==> src/rtl/c3zp_pkg.sv <==
// shared types and constants of the 3x3 zero-padded convolution filter
`default_nettype none

package c3zp_pkg;

  // geometry
  localparam int MAX_WIDTH = 1024;
  localparam int COL_W     = $clog2(MAX_WIDTH);
  localparam int GEOM_W    = 11;
  localparam int ROW_W     = GEOM_W + 1;

  // sample and coefficient widths
  localparam int PIX_W   = 8;
  localparam int COEF_W  = 16;
  localparam int KROW_W  = 3 * COEF_W;
  localparam int WORD_W  = 2 * PIX_W;
  localparam int PROD_W  = PIX_W + 1 + COEF_W;
  localparam int RSUM_W  = PROD_W + 2;
  localparam int SUM_W   = RSUM_W + 1;
  localparam int FRAC_W  = 8;

  // configuration port
  localparam int CFG_IDX_W  = 3;
  localparam int CFG_DATA_W = KROW_W;

  localparam logic [CFG_IDX_W-1:0] CFG_IMAGE_WIDTH  = 3'd0;
  localparam logic [CFG_IDX_W-1:0] CFG_IMAGE_HEIGHT = 3'd1;
  localparam logic [CFG_IDX_W-1:0] CFG_ADD_OFFSET   = 3'd2;
  localparam logic [CFG_IDX_W-1:0] CFG_KERNEL_TOP   = 3'd3;
  localparam logic [CFG_IDX_W-1:0] CFG_KERNEL_MID   = 3'd4;
  localparam logic [CFG_IDX_W-1:0] CFG_KERNEL_BOT   = 3'd5;

  // reset values
  localparam logic [GEOM_W-1:0] IMAGE_WIDTH_RESET  = 11'd1024;
  localparam logic [GEOM_W-1:0] IMAGE_HEIGHT_RESET = 11'd1024;
  localparam logic [KROW_W-1:0] KERNEL_MID_RESET   = 48'd16777216;

  // 128.0 in signed Q19.8
  localparam logic signed [SUM_W-1:0] OFFSET_Q = 28'sd32768;
  localparam logic [PIX_W-1:0] PIX_MAX = 8'd255;

  // output buffer
  localparam int FIFO_DEPTH = 8;
  localparam int FIFO_PTR_W = $clog2(FIFO_DEPTH);
  localparam int FIFO_CNT_W = FIFO_PTR_W + 1;
  localparam int FLIGHT_W   = 3;

  // border masks of one window
  typedef struct packed {
    logic top;
    logic bot;
    logic left;
    logic right;
  } mask_t;

  // per-item result control
  typedef struct packed {
    logic emit;
    logic last;
  } ctrl_t;

  // 3x3 window, [row][column], row 0 top, column 0 left
  typedef logic [2:0][2:0][PIX_W-1:0] pix_win_t;

  // three kernel rows, row 0 top
  typedef logic [2:0][KROW_W-1:0] kernel_t;

endpackage

`default_nettype wire

==> src/rtl/c3zp_out_fifo.sv <==
// small result buffer between the pipeline and the output stream
`default_nettype none

module c3zp_out_fifo (
  input  wire logic                          clk,
  input  wire logic                          rst,
  input  wire logic                          push,
  input  wire logic [c3zp_pkg::PIX_W:0]      push_data,
  input  wire logic                          pop,
  output logic                               out_valid,
  output logic [c3zp_pkg::PIX_W:0]           out_data,
  output logic [c3zp_pkg::FIFO_CNT_W-1:0]    count
);
  import c3zp_pkg::*;

  logic [PIX_W:0]      buf_q [FIFO_DEPTH];
  logic [FIFO_PTR_W-1:0] wr_ptr;
  logic [FIFO_PTR_W-1:0] rd_ptr;

  // storage
  always_ff @(posedge clk) begin
    if (push) begin
      buf_q[wr_ptr] <= push_data;
    end
  end

  // pointers and fill level
  always_ff @(posedge clk) begin
    if (rst) begin
      wr_ptr <= '0;
      rd_ptr <= '0;
      count  <= '0;
    end else begin
      if (push) wr_ptr <= wr_ptr + FIFO_PTR_W'(1);
      if (pop)  rd_ptr <= rd_ptr + FIFO_PTR_W'(1);
      count <= count + FIFO_CNT_W'(push) - FIFO_CNT_W'(pop);
    end
  end

  assign out_valid = (count != '0);
  assign out_data  = buf_q[rd_ptr];

endmodule

`default_nettype wire

==> config.mk <==
export PLATFORM = sky130hd
export DESIGN_NAME = c3zp_out_fifo
export DESIGN_NICKNAME = d
export VERILOG_FILES = /design/src/rtl/c3zp_pkg.sv /design/src/rtl/c3zp_out_fifo.sv
export SDC_FILE = /design/constraint.sdc
export NUM_CORES = 1
export LEC_CHECK = 0
export BUFFER_PORTS_ARGS = -buffer_cell sky130_fd_sc_hd__buf_4
export CORE_MARGIN = 2
export CORE_UTILIZATION = 39
export CTS_CLUSTER_SIZE = 14
export DETAILED_ROUTE_END_ITERATION = 10
export PLACE_DENSITY = 0.54
export SYNTH_ARGS = -nofsm -noshare
export SYNTH_HDL_FRONTEND = slang
export SYNTH_SLANG_ARGS = --single-unit
==> constraint.sdc <==
create_clock -name clk -period 2.05 [get_ports clk]
set_clock_uncertainty 0.2 [all_clocks]
set_input_delay 0 -clock clk [delete_from_list [all_inputs] [get_ports clk]]
set_output_delay 0 -clock clk [all_outputs]
set_load 0.05 [all_outputs]
==> run summary <==
Outcome - complete, but fails checks
Failing checks - negative setup slack
Fin. Hold Viols - 0
Detail Placement HPWL - 3830 µm
Syn Area/Cell - 19.7 µm²
Worst slew pin tran - 0.720 ns
Num Clock Sinks - 85
Via count - 1680
Total Power - 4.24 mW
Crit-path leading delay family - multiplexers
WS Path Type - reg2out
Clk root buf - clkbuf_8
Post-CTS setup buffer count - 0
Tcrit/Tclk final - 1.02
Dpl cells - 307
Syn Nets - 193
Nets@finish - 250
Max cap viols - 0
Gr ovfl total - 0
Num CTS Buffers - 9
Via density - 4.96
Final Cell Area - 0.00422 mm²
Pin count of the biggest net entering global routing - 19
Final non-filler cell total - 339
Cells after Synth - 172
Total GRT Usage - 0.140
Global-route wire length before repair - 9720 µm
Initial DRC count - 86
Core Rows - 33
Worst vdd ir - 0.362 mV
Pleak - 1.48 nW
Placed Area - 0.00375 mm²
DRC - 0
Post-DR wirelength/cell - 19.1 µm
Hold slack - 0.221 ns
Vias in the first global route - 1815
Setup slack, reg-to-reg - 0.24 ns
Clk slew on worst S/H paths - 0.09 ns
Slowest Stage Delay on Critical Path - 0.50 ns
WP data arrival - 1.90 ns
Max Root-Sink Buffers - 2
Final Slew Violations - 0
Worst-skew pair later-pin latency - 0.35 ns
Worst path cell trace - clkbuf_16, mux4_2, mux2_4, buf_8
Synthesized cell area - 0.00339 mm²
Crit path launch type - flip-flop
Diode count - 0
Area growth syn-to-layout - 24.7%
Buf+Inv Stages, Crit Path - 2
Worst-path fanout max - 4
Die width - 97.2 µm
Sequential-to-total area share from yosys stat - 0.715
I/O Pins - 27
Drt first pass iters - 4
Final worst path period need - 2.10 ns
DRT Wirelength - 6490 µm
CP max-delay cell - mux4_2
RSZ-0062 raised after global routing - true
Routed Antenna Nets - 0
Share of post-route cells with drive strength above 1 - 0.363
Die ar. - 0.00944 mm²
H-tree levels - 3
Initial core utilization - 0.408
Critical Path RT - 1.85 ns
CTS tree - built
CP endpoint kind - output port
Hold crit path type - in2reg
Fin worst setup slack - -0.0508 ns
Setup-failing EPs final - 8
Yosys cell types - 23
Synthesized flop and latch total - 85
Warnings, synthesis - 0
Core area - 0.00830 mm²
IO buf count - 26
Placer Congestion - 0.666
Initial antenna violation count - 0
Pwr dens - 1000 mW/mm²
Worst slew margin - 0.519
Die height - 97.2 µm
FMAX - 0.476 GHz
==> worst paths after layout <==
kind / startpoint / end / cells after the start
worst max-delay path: flip-flop / out_data[7] / 4
worst min register to register: rd_ptr[2]$_SDFFE_PP0P_ / flip-flop / 2
worst min-delay path: push_data[1] / buf_q[0][1]$_DFFE_PP_ / 2
worst max register to register: count[0]$_SDFF_PP0_ / count[2]$_SDFF_PP0_ / 8
==> metrics by stage <==
step | TNS, ns | worst slack [ns] | util
2_1_floorplan | 0 | 0.125 | -
5_1_grt | -0.641 | -0.0932 | 0.509
6_report | -0.239 | -0.0508 | 0.509
3_5_place_dp | 0 | 0.264 | 0.452
3_3_place_gp | 0 | 0.288 | 0.452
4_1_cts | -0.568 | -0.0782 | 0.505
==> registers in the layout (all words and copies together), names as in the netlist, named ones only <==
register,flops
buf_q,72
wr_ptr,3
rd_ptr,3
count,4
==> cells in the final DEF, fill, tap and decap left out, types with 2 or more instances in the layout <==
cell type and instances:
nand2b_1 5, ha_1 7, nor2_1 15, dfxtp_1 11
mux2_2 2, edfxtp_1 72, clkbuf_8 9, clkbuf_16 2
buf_4 26, bufinv_16 3, inv_1 7, clkinvlp_4 2
mux4_2 18, dlygate4sd3_1 13, a21oi_1 3, nand3_1 2
nand2_1 4, buf_6 4, buf_8 5, xor2_1 3
nor3_1 2, mux2_4 7, mux2i_1 2
==> routing by layer <==
metal  up-vias  wire [µm]  track usage
li1        781          -            -
met1       849       2850        0.169
met2        42       3290        0.244
met3         8        248       0.0252
met4         0         99       0.0650
met5         -          0            0
==> repair_timing <==
action | CTS | global route
cloned | 1 | 2
hold endpoints to repair | 85 | 0
resized for setup | 14 | 28
hold buffers | 13 | 0
endpoints found under the setup margin | 9 | 9
==> logic make-up (layout without fill, tap and decap cells) <==
kind of cell / after synthesis / after routing / synth area share
flops: 85 / 85 / 0.715
mux: 29 / 29 / 0.176
simple gates: 29 / 29 / 0.0381
buf+inv: 13 / 75 / 0.0218
fa+ha+maj: 8 / 8 / 0.0318
compound gates: 4 / 4 / 0.00702
xor+xnor: 4 / 4 / 0.0103
==> area by class of cell <==
class	instances	area [µm²]
Timing Repair Buffer	52	543
Fill cell	652	4080
Sequential cell	85	2430
Clock buffer	9	124
Multi-Input combinational cell	74	848
Tap cell	105	131
Inverter	7	26.3
Clock inverter	7	123
==> cells in the mapped netlist <==
cell	count	area [µm²]
buf_6	1	11.3
nor3_1	2	10.0
nand3_1	2	10.0
ha_1	7	87.6
nand2b_1	5	31.3
xnor2_1	1	8.76
buf_2	1	5.00
mux2i_1	2	20.0
nor2b_1	1	6.26
mux2_2	9	101
nand2_1	4	15.0
clkbuf_1	2	7.51
edfxtp_1	72	2160
inv_1	7	26.3
a21oi_1	3	15.0
buf_1	1	3.75
xor2_1	3	26.3
fa_1	1	20.0
a31o_2	1	8.76
mux4_1	18	473
dfxtp_1	13	260
buf_12	1	20.0
nor2_1	15	56.3
==> power breakdown <==
part / switching (mW) / internal, mW / total [mW]
registers: 0.0521 / 1.94 / 1.99
logic: 0.471 / 0.362 / 0.833
clock network: 0.596 / 0.815 / 1.41
total: 1.12 / 3.12 / 4.24
No activity file was read; power rests on OpenSTA's default activity.
