===== src/rtl/c3zp_pkg.sv =====
// shared types and constants of the 3x3 zero-padded convolution filter
`default_nettype none

package c3zp_pkg;

  // geometry
  localparam int MAX_WIDTH = 1024;
  localparam int COL_W     = $clog2(MAX_WIDTH);
  localparam int GEOM_W    = 11;
  localparam int ROW_W     = GEOM_W + 1;

  // sample and coefficient widths
  localparam int PIX_W   = 8;
  localparam int COEF_W  = 16;
  localparam int KROW_W  = 3 * COEF_W;
  localparam int WORD_W  = 2 * PIX_W;
  localparam int PROD_W  = PIX_W + 1 + COEF_W;
  localparam int RSUM_W  = PROD_W + 2;
  localparam int SUM_W   = RSUM_W + 1;
  localparam int FRAC_W  = 8;

  // configuration port
  localparam int CFG_IDX_W  = 3;
  localparam int CFG_DATA_W = KROW_W;

  localparam logic [CFG_IDX_W-1:0] CFG_IMAGE_WIDTH  = 3'd0;
  localparam logic [CFG_IDX_W-1:0] CFG_IMAGE_HEIGHT = 3'd1;
  localparam logic [CFG_IDX_W-1:0] CFG_ADD_OFFSET   = 3'd2;
  localparam logic [CFG_IDX_W-1:0] CFG_KERNEL_TOP   = 3'd3;
  localparam logic [CFG_IDX_W-1:0] CFG_KERNEL_MID   = 3'd4;
  localparam logic [CFG_IDX_W-1:0] CFG_KERNEL_BOT   = 3'd5;

  // reset values
  localparam logic [GEOM_W-1:0] IMAGE_WIDTH_RESET  = 11'd1024;
  localparam logic [GEOM_W-1:0] IMAGE_HEIGHT_RESET = 11'd1024;
  localparam logic [KROW_W-1:0] KERNEL_MID_RESET   = 48'd16777216;

  // 128.0 in signed Q19.8
  localparam logic signed [SUM_W-1:0] OFFSET_Q = 28'sd32768;
  localparam logic [PIX_W-1:0] PIX_MAX = 8'd255;

  // output buffer
  localparam int FIFO_DEPTH = 8;
  localparam int FIFO_PTR_W = $clog2(FIFO_DEPTH);
  localparam int FIFO_CNT_W = FIFO_PTR_W + 1;
  localparam int FLIGHT_W   = 3;

  // border masks of one window
  typedef struct packed {
    logic top;
    logic bot;
    logic left;
    logic right;
  } mask_t;

  // per-item result control
  typedef struct packed {
    logic emit;
    logic last;
  } ctrl_t;

  // 3x3 window, [row][column], row 0 top, column 0 left
  typedef logic [2:0][2:0][PIX_W-1:0] pix_win_t;

  // three kernel rows, row 0 top
  typedef logic [2:0][KROW_W-1:0] kernel_t;

endpackage

`default_nettype wire


===== src/rtl/c3zp_mac.sv =====
// nine products and a registered adder tree with optional offset
`default_nettype none

module c3zp_mac (
  input  wire logic                       clk,
  input  wire logic                       rst,
  input  wire logic                       win_valid,
  input  wire c3zp_pkg::pix_win_t         win,
  input  wire c3zp_pkg::ctrl_t            win_ctrl,
  input  wire c3zp_pkg::kernel_t          kernel,
  input  wire logic                       add_offset,
  output logic                            sum_valid,
  output logic signed [c3zp_pkg::SUM_W-1:0] sum,
  output c3zp_pkg::ctrl_t                 sum_ctrl
);
  import c3zp_pkg::*;

  logic signed [PROD_W-1:0] prod [3][3];
  logic signed [RSUM_W-1:0] rsum [3];
  logic signed [SUM_W-1:0]  offset_add;
  logic  s2_valid;
  logic  s3_valid;
  ctrl_t s2_ctrl;
  ctrl_t s3_ctrl;

  // valid pipe
  always_ff @(posedge clk) begin
    if (rst) begin
      s2_valid  <= 1'b0;
      s3_valid  <= 1'b0;
      sum_valid <= 1'b0;
    end else begin
      s2_valid  <= win_valid;
      s3_valid  <= s2_valid;
      sum_valid <= s3_valid;
    end
  end

  // stage 2: nine parallel products
  always_ff @(posedge clk) begin
    for (int r = 0; r < 3; r++) begin
      for (int c = 0; c < 3; c++) begin
        prod[r][c] <= $signed({1'b0, win[r][c]}) *
                      $signed(kernel[r][c*COEF_W +: COEF_W]);
      end
    end
    s2_ctrl <= win_ctrl;
  end

  // stage 3: row sums
  always_ff @(posedge clk) begin
    for (int r = 0; r < 3; r++) begin
      rsum[r] <= RSUM_W'(prod[r][0]) + RSUM_W'(prod[r][1]) + RSUM_W'(prod[r][2]);
    end
    s3_ctrl <= s2_ctrl;
  end

  assign offset_add = add_offset ? OFFSET_Q : SUM_W'(0);

  // stage 4: total plus offset
  always_ff @(posedge clk) begin
    sum      <= SUM_W'(rsum[0]) + SUM_W'(rsum[1]) + SUM_W'(rsum[2]) + offset_add;
    sum_ctrl <= s3_ctrl;
  end

endmodule

`default_nettype wire


===== config.mk =====
export PLATFORM = sky130hd
export DESIGN_NAME = c3zp_mac
export DESIGN_NICKNAME = d
export VERILOG_FILES = /design/src/rtl/c3zp_pkg.sv /design/src/rtl/c3zp_mac.sv
export SDC_FILE = /design/constraint.sdc
export NUM_CORES = 2
export LEC_CHECK = 0
export ABC_AREA = 1
export BUFFER_PORTS_ARGS = -buffer_cell sky130_fd_sc_hd__buf_4
export CAP_MARGIN = 20
export CORE_MARGIN = 4
export CORE_UTILIZATION = 50
export CTS_CLUSTER_DIAMETER = 80
export DETAILED_ROUTE_END_ITERATION = 8
export GPL_TIMING_DRIVEN = 0
export PLACE_DENSITY_LB_ADDON = 0.3
export REMOVE_ABC_BUFFERS = 1
export SYNTH_ARGS = -nofsm -noshare
export SYNTH_HDL_FRONTEND = slang
export SYNTH_SLANG_ARGS = --single-unit

===== constraint.sdc =====
create_clock -name clk -period 4.01 [get_ports clk]
set_clock_uncertainty 0.05 [all_clocks]
set_input_delay 0.2005 -clock clk [delete_from_list [all_inputs] [get_ports clk]]
set_output_delay 0.2005 -clock clk [all_outputs]
set_load 0.1 [all_outputs]

==> summary.md <==
| Metric | Value |
|---|---|
| Result of the run | complete, no violations |
| Worst reg-to-reg path cell count | 14 |
| Kind of cell adding the most delay to the critical path | adder cells |
| Cell Rows | around 130 |
| Register clock-pin slew on the reported worst setup and hold paths | ~0.06 ns |
| Distinct cell type count after synthesis | 31 |
| Core Box Area | 124000 um^2 |
| Worst setup EP type | register |
| ANT nets after route | 0 |
| Vias per cell | 4.82 |
| Number of cells traversed by the worst hold path | 4 |
| Die boundary height | 362 um |
| Fillers | about 12000 |
| Instance count after placement with tap cells included | ~10000 |
| Setup repair after global routing missed its margin | no |
| # nets final | 10700 |
| Final wirelength | approximately 150 mm |
| Most numerous cell in the Yosys netlist | sky130_fd_sc_hd__nand2_1 |
| TritonCTS Buffers | 37 |
| Number of violations of the max-capacitance limit | 0 |
| Worst Hold Path EP | prod[2][26] |
| Commonest cells post-synth | sky130_fd_sc_hd__nand2_1, sky130_fd_sc_hd__inv_1, sky130_fd_sc_hd__fa_1 |
| Cell occurring most often along the worst timing path | sky130_fd_sc_hd__fa_1 |
| Slowest cell on the critical path | sky130_fd_sc_hd__dlygate4sd3_1 |
| Initial antenna violation count | 9 |
| Clock Tree Buf Depth | 3 |
| Share of the yosys chip area belonging to registers | 10.9% |
| Highest achievable clock rate | around 0.26 GHz |
| CP peak stage delay | around 0.54 ns |
| Detailed-route wire length per cell | ~14 um |
| Biggest area contributors in the synthesized netlist | sky130_fd_sc_hd__fa_1, sky130_fd_sc_hd__nand2_1, sky130_fd_sc_hd__inv_1, sky130_fd_sc_hd__ha_1, sky130_fd_sc_hd__dfxtp_1 |
| Sinks on the clock net | between 300 and 400 |
| CP startpoint kind | primary input |
| Estimated wirelength of the detail-placed design | 129 mm |
| Category of the most critical setup path | primary input to register |
| Area added between synthesis and finish | 6.99% |
| Root cell of the clock tree | sky130_fd_sc_hd__clkbuf_16 |
| Fin crit period | about 3.8 ns |
| Largest net degree at the start of global routing | 17 |
| Final count of hold timing violations | 0 |
| Number of design rule violations left after detail routing | 0 |
| Total via count after detailed routing | approximately 50000 |
| Final estimated routing congestion in global placement | 0.930 |
| Share of final-layout standard cells stronger than drive strength 1 | a little over 4% |
| Cell type contributing the most total cell area after synthesis | sky130_fd_sc_hd__fa_1 |
| Hold path startpoint | kernel[113] |
| Area of the die | between 100000 and 150000 um^2 |
| Initial Util | 50.5% |
| GRT Residual Overflow | 0 |
| Total Negative Setup Slacks | 0 ns |
| Clock latency at the later pin of the worst-skew pair | about 0.56 ns |
| Drt first pass iters | 6 |
| Required arrival time at the worst endpoint | about 4.4 ns |
| Final Util | 54.1% |
| Count of warnings emitted by yosys | 0 |
| Worst hold path type | primary input to register |
| Cell count after synthesis | between 8000 and 9000 |
| Top_reg_cell synth | sky130_fd_sc_hd__dfxtp_1 |
| Data arrival time of the worst path | ~4.2 ns |
| End of the worst register-to-register path | rsum[0][25] |
| Average footprint of a synthesized cell | 7.08 um^2 |
| Portion of synthesized cell area occupied by the leading cell type | between 30% and 40% |
| Cell area after synthesis | between 60000 and 70000 um^2 |
| Number of flops mapped to enable cells by yosys | 0 |
| Via count of the first global-routing pass | roughly 52000 |
| Total Routing Usage GR | between 20% and 30% |
| Cells along the critical path | dlygate4sd3_1 -> buf_4 -> nand2_1 -> inv_1 -> fa_1 -> fa_1 -> inv_1 -> fa_1 -> fa_1 -> inv_1 -> ha_1 -> nand2_1 -> nor2_1 -> and2_1 -> a21oi_1 -> xnor2_1 |
| TritonCTS clock tree | done |
| Normalized max-slew margin | roughly 64% |
| Final period util | approximately 96% |
| Overall die width | 362 um |
| Top fanout value on the critical path | 8 |
| First-pass GRT wire length | ~250 mm |
| Final number of max-transition violations | 0 |
| Count of pins on the block boundary | approximately 250 |
| Number of H-tree levels | 2 |
| Worst flop-to-flop path startpoint | prod[0][25] |
| Violation count after the first detailed-routing iteration | 2806 |
| Count of state elements after synthesis | about 340 |
| Buffers and inverters on the worst path | 5 |
| Number of non-filler instances in the completed layout | around 11000 |
| Final setup violating endpoints | 0 |
| Worst Max-Slew Pin Slew | approximately 0.54 ns |
| Port Buf Inserts | 252 |
| Flop2flop setup slack | between 1 and 1.5 ns |
| Share of synthesized flip-flops with an asynchronous set or reset | 0% |
| Worst hold margin | approximately 0.027 ns |
worst register-to-register path, delay by kind of cell, from the launching register on:
kind                       cells  cell delay [ns]
buffers and inverters          4             0.38
DFF                            1             0.44
adders and majority gates      3             1.08
and+or+nand+nor                7             0.83
how the worst max path moves through the flow:
stage / to / slack (ns) / start / cells past startpoint
5_1_grt: prod[0][22] / 0.0008 / win[16] / 17
4_1_cts: prod[0][22] / 0.13 / win[16] / 17
6_report: prod[0][15] / 0.17 / kernel[33] / 16
3_3_place_gp: prod[0][22] / -0.40 / win[16] / 17
2_1_floorplan: prod[0][22] / 0.25 / kernel[47] / 16
3_5_place_dp: prod[0][22] / -0.45 / win[16] / 17
logic make-up after synthesis:
logic type	share of synthesized area, %
AND/OR/NAND/NOR	22.0
buffers and inverters	17.6
adder cells (fa/ha/maj)	44.1
AO/OA/AOI/OAI	2.96
flip-flops	10.9
XOR/XNOR	2.41
what timing repair did:
action	CTS	global route
hold buffers	27	0
endpoints found under the hold margin	20	0
setup buffers	0	1
endpoints found under the setup margin	0	16
resized for setup	0	13
layer usage:
metal	vias up	GRT usage (%)	part of all wire, %
li1	25300	-	-
met3	179	2.36	4.7
met2	1131	40.5	48
met1	24300	31.2	46
met5	-	0	0.041
met4	10	4.24	1.6
flip-flops by register name, indices dropped and copies added, names as in the netlist:
| register | flops |
|---|---|
| prod | 225 |
| rsum | 81 |
| s2_ctrl | 2 |
| s2_valid | 1 |
| s3_ctrl | 2 |
| s3_valid | 1 |
| sum | 28 |
| sum_ctrl | 2 |
| sum_valid | 1 |
layout by cell type, fill, tap and decap left out, types with 3 or more instances in the layout:
cell type and instances:
sky130_fd_sc_hd__nand2_1 2662, sky130_fd_sc_hd__inv_1 2648, sky130_fd_sc_hd__fa_1 1019, sky130_fd_sc_hd__ha_1 573, sky130_fd_sc_hd__dfxtp_1 343, sky130_fd_sc_hd__nor2_1 336
sky130_fd_sc_hd__nand3_1 271, sky130_fd_sc_hd__buf_4 251, sky130_fd_sc_hd__a21oi_1 245, sky130_fd_sc_hd__xor2_1 117, sky130_fd_sc_hd__nand4_1 93, sky130_fd_sc_hd__o21ai_0 61
sky130_fd_sc_hd__xnor2_1 56, sky130_fd_sc_hd__clkbuf_16 37, sky130_fd_sc_hd__nor3_1 32, sky130_fd_sc_hd__dlygate4sd3_1 27, sky130_fd_sc_hd__o21bai_1 18, sky130_fd_sc_hd__and2_1 18
sky130_fd_sc_hd__a21o_1 15, sky130_fd_sc_hd__nor2_2 11, sky130_fd_sc_hd__nand3b_1 11, sky130_fd_sc_hd__nand2_2 9, sky130_fd_sc_hd__clkbuf_1 7, sky130_fd_sc_hd__nor3_2 6
sky130_fd_sc_hd__fa_2 6, sky130_fd_sc_hd__inv_6 6, sky130_fd_sc_hd__o21ai_1 5, sky130_fd_sc_hd__nand3_2 4, sky130_fd_sc_hd__o21ai_2 4, sky130_fd_sc_hd__clkinv_4 4
sky130_fd_sc_hd__clkinv_2 4, sky130_fd_sc_hd__diode_2 3, sky130_fd_sc_hd__or2_1 3, sky130_fd_sc_hd__clkbuf_8 3
per-stage QoR:
step / setup WS, ns / instance area, um^2
6_report: 0.166 / 67200
3_5_place_dp: -0.447 / 65600
2_1_floorplan: 0.251 / 61700
4_1_cts: 0.134 / 67100
3_3_place_gp: -0.400 / 65600
5_1_grt: 0.000795 / 67200
area by class of cell:
type	instances	area, um^2	area share (%)
well taps	1637	2050	3.05
clock buffers	47	993	1.48
inverters	2650	9950	14.8
flip-flops and latches	343	6870	10.2
clock inverters	20	214	0.319
diodes	3	7.51	0.0112
multi-input cells	5582	44900	66.9
repair buffers	280	2180	3.24
Power is left out: the tool's default activity adds up to more than one toggle a clock period on the data nets, which glitch-free logic cannot reach.
